===== config.mk =====
export PLATFORM = sky130hd
export DESIGN_NAME = keyed_id_allocator
export DESIGN_NICKNAME = d
export VERILOG_FILES = /design/src/rtl/kia_pkg.sv /design/src/rtl/kia_ctrl.sv /design/src/rtl/kia_datapath.sv /design/src/rtl/keyed_id_allocator.sv
export SDC_FILE = /design/constraint.sdc
export NUM_CORES = 2
export LEC_CHECK = 0
export ABC_AREA = 1
export BUFFER_PORTS_ARGS = -buffer_cell sky130_fd_sc_hd__buf_2
export CAP_MARGIN = 15
export CORE_UTILIZATION = 34
export DETAILED_ROUTE_END_ITERATION = 16
export REMOVE_ABC_BUFFERS = 1
export SKIP_LAST_GASP = 1
export SYNTH_ARGS = -nofsm -noshare
export SYNTH_HDL_FRONTEND = slang
export SYNTH_SLANG_ARGS = --single-unit

===== constraint.sdc =====
create_clock -name i_clk -period 5.67 [get_ports i_clk]
set_input_delay 0.2835 -clock i_clk [delete_from_list [all_inputs] [get_ports i_clk]]
set_output_delay 0.2835 -clock i_clk [all_outputs]
set_load 0.02 [all_outputs]

===== src/rtl/kia_pkg.sv =====
// kia_pkg: shared constants, codes and control types for the keyed id allocator
// depends on nothing; imported by every module of the block
package kia_pkg;

    // table geometry
    localparam int CAPACITY  = 64;
    localparam int KEY_WIDTH = 32;
    localparam int ID_W      = (CAPACITY > 1) ? $clog2(CAPACITY) : 1;
    localparam int CNT_W     = $clog2(CAPACITY + 1);

    // result id field
    localparam int OUT_ID_W = 7;
    localparam logic [OUT_ID_W-1:0] ID_NONE = {OUT_ID_W{1'b1}};

    // request function codes
    localparam logic [1:0] FUNC_LOOKUP = 2'd0;
    localparam logic [1:0] FUNC_ADD    = 2'd1;
    localparam logic [1:0] FUNC_REMOVE = 2'd2;

    // result status codes
    localparam logic [1:0] ST_FOUND = 2'd0;
    localparam logic [1:0] ST_MISS  = 2'd1;
    localparam logic [1:0] ST_FULL  = 2'd2;

    // controller to datapath commands
    typedef struct packed {
        logic capture;   // latch the accepted request
        logic match;     // compare against all slots, read free stack top
        logic commit;    // resolve, update tables, load result register
    } t_cmd;

endpackage


===== src/rtl/kia_ctrl.sv =====
// kia_ctrl: request sequencer and result valid register
// depends on kia_pkg for the command struct
module kia_ctrl (
    input  logic          i_clk,
    input  logic          i_rst_n,
    input  logic          i_valid,
    output logic          o_stall,
    output logic          o_valid,
    input  logic          i_stall,
    output kia_pkg::t_cmd o_cmd
);
    import kia_pkg::*;

    localparam logic [1:0] S_IDLE    = 2'd0;
    localparam logic [1:0] S_MATCH   = 2'd1;
    localparam logic [1:0] S_RESOLVE = 2'd2;

    logic [1:0] r_state;
    logic [1:0] n_state;
    logic       r_out_valid;
    logic       w_out_free;

    // result register can take a new result when empty or being drained
    assign w_out_free = !r_out_valid || !i_stall;

    assign o_stall = (r_state != S_IDLE);
    assign o_valid = r_out_valid;

    // commands
    always_comb begin
        o_cmd.capture = (r_state == S_IDLE) && i_valid;
        o_cmd.match   = (r_state == S_MATCH);
        o_cmd.commit  = (r_state == S_RESOLVE) && w_out_free;
    end

    // next state
    always_comb begin
        n_state = r_state;
        case (r_state)
            S_IDLE:    if (i_valid) n_state = S_MATCH;
            S_MATCH:   n_state = S_RESOLVE;
            S_RESOLVE: if (w_out_free) n_state = S_IDLE;
            default:   n_state = S_IDLE;
        endcase
    end

    // state and result valid
    always_ff @(posedge i_clk) begin
        if (!i_rst_n) begin
            r_state     <= S_IDLE;
            r_out_valid <= 1'b0;
        end else begin
            r_state <= n_state;
            if (o_cmd.commit) begin
                r_out_valid <= 1'b1;
            end else if (!i_stall) begin
                r_out_valid <= 1'b0;
            end
        end
    end

endmodule


===== src/rtl/kia_datapath.sv =====
// kia_datapath: key slots with parallel match, free id stack, fresh counter,
// result register; depends on kia_pkg for geometry, codes and commands
module kia_datapath (
    input  logic                            i_clk,
    input  logic                            i_rst_n,
    input  kia_pkg::t_cmd                   i_cmd,
    input  logic [1:0]                      i_func,
    input  logic [kia_pkg::KEY_WIDTH-1:0]   i_key,
    output logic [kia_pkg::OUT_ID_W-1:0]    o_id,
    output logic                            o_inserted,
    output logic [1:0]                      o_status
);
    import kia_pkg::*;

    // request registers
    logic [1:0]           r_func;
    logic [KEY_WIDTH-1:0] r_key;

    // slot table
    logic [KEY_WIDTH-1:0] r_slot_key [CAPACITY];
    logic [CAPACITY-1:0]  r_slot_valid;
    logic [CAPACITY-1:0]  r_hit;

    // free stack and counters
    logic [ID_W-1:0]  r_stack [CAPACITY];
    logic [ID_W-1:0]  r_top;
    logic [CNT_W-1:0] r_depth;
    logic [CNT_W-1:0] r_fresh;
    logic [CNT_W-1:0] w_depth_m1;
    logic [ID_W-1:0]  w_top_addr;

    // resolve logic
    logic            w_hit_any;
    logic [ID_W-1:0] w_hit_id;
    logic            w_push;
    logic            w_pop;
    logic            w_take_fresh;
    logic            w_write;
    logic            w_clear;
    logic [ID_W-1:0] w_slot;
    logic [OUT_ID_W-1:0] n_id;
    logic                n_added;
    logic [1:0]          n_status;

    assign w_depth_m1 = r_depth - CNT_W'(1);
    assign w_top_addr = w_depth_m1[ID_W-1:0];

    // capture request
    always_ff @(posedge i_clk) begin
        if (i_cmd.capture) begin
            r_func <= i_func;
            r_key  <= i_key;
        end
    end

    // parallel match, at most one slot can hit since live keys are unique
    always_ff @(posedge i_clk) begin
        if (i_cmd.match) begin
            for (int i = 0; i < CAPACITY; i++) begin
                r_hit[i] <= r_slot_valid[i] && (r_slot_key[i] == r_key);
            end
        end
    end

    // one-hot to index, or tree
    always_comb begin
        w_hit_id = '0;
        for (int i = 0; i < CAPACITY; i++) begin
            w_hit_id = w_hit_id | (r_hit[i] ? ID_W'(i) : '0);
        end
    end
    assign w_hit_any = |r_hit;

    // decide the outcome of the request
    always_comb begin
        w_push       = 1'b0;
        w_pop        = 1'b0;
        w_take_fresh = 1'b0;
        w_write      = 1'b0;
        w_clear      = 1'b0;
        w_slot       = w_hit_id;
        n_id         = ID_NONE;
        n_added      = 1'b0;
        n_status     = ST_MISS;
        if (w_hit_any) begin
            n_id     = OUT_ID_W'(w_hit_id);
            n_status = ST_FOUND;
            if (r_func == FUNC_REMOVE) begin
                w_clear = 1'b1;
                w_push  = (r_depth < CNT_W'(CAPACITY));
            end
        end else if (r_func == FUNC_ADD) begin
            if (r_depth != '0) begin
                // reuse most recently freed id
                w_pop   = 1'b1;
                w_write = 1'b1;
                w_slot  = r_top;
            end else if (r_fresh < CNT_W'(CAPACITY)) begin
                w_take_fresh = 1'b1;
                w_write      = 1'b1;
                w_slot       = r_fresh[ID_W-1:0];
            end else begin
                n_status = ST_FULL;
            end
            if (w_write) begin
                n_id    = OUT_ID_W'(w_slot);
                n_added = 1'b1;
            end
        end
    end

    // slot keys, no reset
    always_ff @(posedge i_clk) begin
        if (i_cmd.commit && w_write) begin
            r_slot_key[w_slot] <= r_key;
        end
    end

    // free stack memory: write on push, registered read of the top
    always_ff @(posedge i_clk) begin
        if (i_cmd.commit && w_push) begin
            r_stack[r_depth[ID_W-1:0]] <= w_hit_id;
        end
        if (i_cmd.match) begin
            r_top <= r_stack[w_top_addr];
        end
    end

    // valid bits and counters
    always_ff @(posedge i_clk) begin
        if (!i_rst_n) begin
            r_slot_valid <= '0;
            r_depth      <= '0;
            r_fresh      <= '0;
        end else if (i_cmd.commit) begin
            if (w_clear) begin
                r_slot_valid[w_slot] <= 1'b0;
            end else if (w_write) begin
                r_slot_valid[w_slot] <= 1'b1;
            end
            if (w_push) begin
                r_depth <= r_depth + CNT_W'(1);
            end else if (w_pop) begin
                r_depth <= w_depth_m1;
            end
            if (w_take_fresh) begin
                r_fresh <= r_fresh + CNT_W'(1);
            end
        end
    end

    // result register
    always_ff @(posedge i_clk) begin
        if (i_cmd.commit) begin
            o_id       <= n_id;
            o_inserted <= n_added;
            o_status   <= n_status;
        end
    end

endmodule


===== src/rtl/keyed_id_allocator.sv =====
// keyed_id_allocator: a result turns valid once its request has passed the capture,
// slot match and resolve steps; one request is in flight, so a new one is taken only
// when the sequencer has gone from match and resolve back to idle
// the next request is accepted while a result still waits in the output register;
// that request then holds in resolve until the output register drains
// synchronous active-low reset clears slot valid bits, stack depth and fresh counter
module keyed_id_allocator (
    input  logic                            i_clk,
    input  logic                            i_rst_n,
    input  logic                            i_valid,
    output logic                            o_stall,
    input  logic [1:0]                      i_func,
    input  logic [kia_pkg::KEY_WIDTH-1:0]   i_key,
    output logic                            o_valid,
    input  logic                            i_stall,
    output logic [kia_pkg::OUT_ID_W-1:0]    o_id,
    output logic                            o_inserted,
    output logic [1:0]                      o_status
);
    import kia_pkg::*;

    t_cmd w_cmd;

    // sequencer
    kia_ctrl u_ctrl (
        .i_clk   (i_clk),
        .i_rst_n (i_rst_n),
        .i_valid (i_valid),
        .o_stall (o_stall),
        .o_valid (o_valid),
        .i_stall (i_stall),
        .o_cmd   (w_cmd)
    );

    // tables and result
    kia_datapath u_datapath (
        .i_clk      (i_clk),
        .i_rst_n    (i_rst_n),
        .i_cmd      (w_cmd),
        .i_func     (i_func),
        .i_key      (i_key),
        .o_id       (o_id),
        .o_inserted (o_inserted),
        .o_status   (o_status)
    );

endmodule


==> metrics.yaml <==
outcome: "complete, no violations"
met3_usage_pct: 4.365
r2r_end: "u_datapath.r_slot_key[56][30]"
cap_violations: 0
cts.clk_slew.worst_paths_ns: 0.06
worstMarginPinSlew_ns: 1.208
drt_iter0_markers: 12711
worst_ep_arrival_time_ns: 4.89
slew_viol_final: 0
wirelength_um: 381400
reg2reg_depth: 14
core_sq_um: 321400
hold_ws_ns: 0.1276
pin_count: 50
ant_nets: 0
timing.fmax_mhz: 228.5
avgSynthCellArea_sq_um: 13.00
hold_depth: 2
dr.pass1.iters: 6
synthTopCellsByArea: "edfxtp_1 69%, nand2_1 4.4%, o21ai_0 2.9%"
reg2reg_slack_ns: 1.29
hp-class: "input port to flop"
hold_path_end: "u_datapath.r_key[19]"
crit_path_end_kind: "flop"
rows: 208
finalCritPeriodShare_pct: 77.18
path_class: "flop to flop"
grt_max_degree: 127
period_needed_ns: 4.376
viasPerCell: 5.861
cts_buffers: 272
yosys.cell_types.count: 56
critPathMaxFanout: 32
maxSlewHeadroom_pct: 19.46
powerDensity_nw_per_um2: 330.0
netlist_area_sq_um: 110000
synth_cells: 8463
grt.total_usage_pct: 22.70
yosys_most_used_dff: "edfxtp_1"
gp_congestion: 0.9317
cts_resized: 0
top_usage_layer: "met2"
yosysSeqAreaShare_pct: 70.95
area.growth.synth_to_final_pct: 14.31
grtUsageMet1_pct: 31.08
synth_top_area_cell: "edfxtp_1"
total_leakage_power_nw: 38.53
initial_core_util_pct: 34.24
clkSinkCount: 2627
crit_required_ns: 6.18
fin_setup_tns_ns: 0
htree_levels: 5
post_drt_wl_per_cell_um: 28.96
cp-start-kind: "flop"
drive_gt1_share_pct: 12.55
fillers: 29729
synth_top_area_share_pct: 69.47
skew_ns: 0.08029
antenna_found_initial: 36
use_met2_pct: 34.98
port_buffers: 49
setup_violations: 0
clockBufferDepth: 4
drc: 0
die_h_um: 570.9
grt_pass1_wl_um: 533200
clk_latency_ns: 0.89
regArea_sq_um: 78080
die_w_um: 570.9
vias: 77183
synth-edff-count: 2546
rsz0062_at_grt: "false"
cts_tree: "yes"
nets: 8685
die_area_sq_um: 326000
synth-async-reset-ratio_pct: 0
yosysWarnings: 0
synth_seq_cells: 2627
dp_hpwl_um: 219100
first_global_vias: 72797
hp-start: "i_key[19]"
multi_input_area_sq_um: 29210
r2r-start: "u_datapath.r_hit[23]"
gr-total-overflow: 0
ir_drop_uv: 232.3
cts_root_buffer: "clkbuf_16"
hold_viol_final: 0
power breakdown:
part	leakage [nW]	switching, mW	internal [mW]	total, mW
Clock	4.16	7.59	9.86	17.5
Sequential	22.2	0.0586	21.3	21.4
Combinational	12.2	2.06	0.632	2.70
layout by cell type (no fill, tap or decap), types with 15 or more instances in the layout:
cell type and n:
a2111oi_0 23, a211oi_1 59, a21oi_1 116, a221o_1 16, a221oi_1 219, a22o_1 159, buf_12 57, buf_2 49
buf_4 253, clkbuf_1 65, clkbuf_16 276, clkbuf_8 25, clkinv_1 35, clkinv_2 51, dfxtp_1 80, dlygate4sd3_1 37
edfxtp_1 2546, inv_1 188, inv_4 15, inv_6 16, mux2i_1 41, nand2_1 1301, nand3_1 246, nand4_1 62
nor2_1 556, nor3_1 38, nor4_1 231, o2111ai_1 42, o211ai_1 66, o21ai_0 639, o221ai_1 44, o22ai_1 342
o32ai_1 55, or2_2 274, or4_1 17, xnor2_1 214, xor2_1 247
per-stage QoR:
stage               power, mW  cells  area (sq um)  worst slack, ns  utilization (%)
global placement        24.34  12636        116900            1.543            36.37
CTS                     41.58  13155        125700            1.445            39.12
global route            42.37  13158        125800            1.141            39.13
detailed placement      24.37  12636        116900            1.467            36.37
floorplan               22.95   7972        108100           -6.191                -
finish                  41.52  13170        125800            1.294            39.14
critical path: stages (launching register included):
cell and delay (ns):
edfxtp_1 0.40, nor2_1 0.21, nand2_1 0.13, nor2_1 0.20, nand2_1 0.07, nor2_1 0.28
nand2_2 0.24, nor2_2 0.49, nand2_1 0.17, nand2_2 0.16, nand2_4 0.08, nor2_4 0.76
nand3_1 0.26, inv_1 0.14, buf_4 0.37
synth_stat cells, types with 40 or more instances:
master and n:
edfxtp_1 2546, nand2_1 1302, o21ai_0 639, nor2_1 558
clkbuf_1 372, o22ai_1 342, or2_2 274, xor2_1 248
nand3_1 247, nor4_1 235, a221oi_1 219, xnor2_1 214
inv_1 204, a22o_1 159, a21oi_1 116, buf_1 82
dfxtp_1 81, o211ai_1 66, nand4_1 62, a211oi_1 59
o32ai_1 55, o221ai_1 44, o2111ai_1 42, mux2i_1 41
nor3_1 40
state kept, by name, summed over array words and instances, names as in the netlist, named ones only:
name / flops
u_datapath.r_slot_key: 2048
u_datapath.r_stack: 384
u_datapath.r_hit: 64
u_datapath.r_key: 32
u_datapath.o_id: 7
u_datapath.r_depth: 7
u_datapath.r_fresh: 7
u_datapath.r_top: 6
u_ctrl.r_state: 2
u_datapath.o_status: 2
u_datapath.r_func: 2
u_ctrl.o_valid: 1
u_datapath.o_inserted: 1
logic make-up after synthesis:
logic type               count (synthesis)  synth area share, %
multiplexers                            41               0.3729
flip-flops                            2627                70.95
AO/OA/AOI/OAI                         1798                10.84
AND/OR/NAND/NOR                       2807                11.54
XOR/XNOR                               462                3.677
buffers and inverters                  724                2.584
adder cells (fa/ha/maj)                  4              0.04548
repair_timing:
action	4_1_cts	5_1_grt
hold buffers	37	0
buffers inserted	0	0
hold endpoints to repair	47	0
setup endpoints to repair	0	0
layer usage:
layer,share of wire (%),wire [um],up-vias
met5,0.020,75,-
met4,4.9,18740,10
met3,12,44570,918
met2,44,168700,5334
met1,39,149300,38614
li1,-,-,32307
worst max-delay path by stage:
stage	start	end	slack, ns
CTS	u_datapath.r_hit[23]	u_datapath.r_slot_key[56][25]	1.45
floorplan	u_datapath.r_depth[0]	u_datapath.r_top[0]	-6.19
global route	u_datapath.r_hit[22]	u_datapath.r_slot_key[56][0]	1.14
finish	u_datapath.r_hit[23]	u_datapath.r_slot_key[56][30]	1.29
global placement	u_datapath.r_depth[0]	u_datapath.r_slot_key[56][31]	1.54
detailed placement	u_datapath.r_hit[23]	u_datapath.r_slot_key[56][31]	1.47
final cells by class:
| cell class | count | share of cell area [%] |
|---|---|---|
| Tap cell | 4305 | 4.282 |
| Inverter | 233 | 0.7529 |
| Timing Repair Buffer | 397 | 2.915 |
| Clock buffer | 366 | 5.958 |
| Antenna cell | 14 | 0.02785 |
| Clock inverter | 116 | 0.7778 |
| Sequential cell | 2627 | 62.07 |
| Multi-Input combinational cell | 5112 | 23.22 |
(Power assumes the default switching activity.)
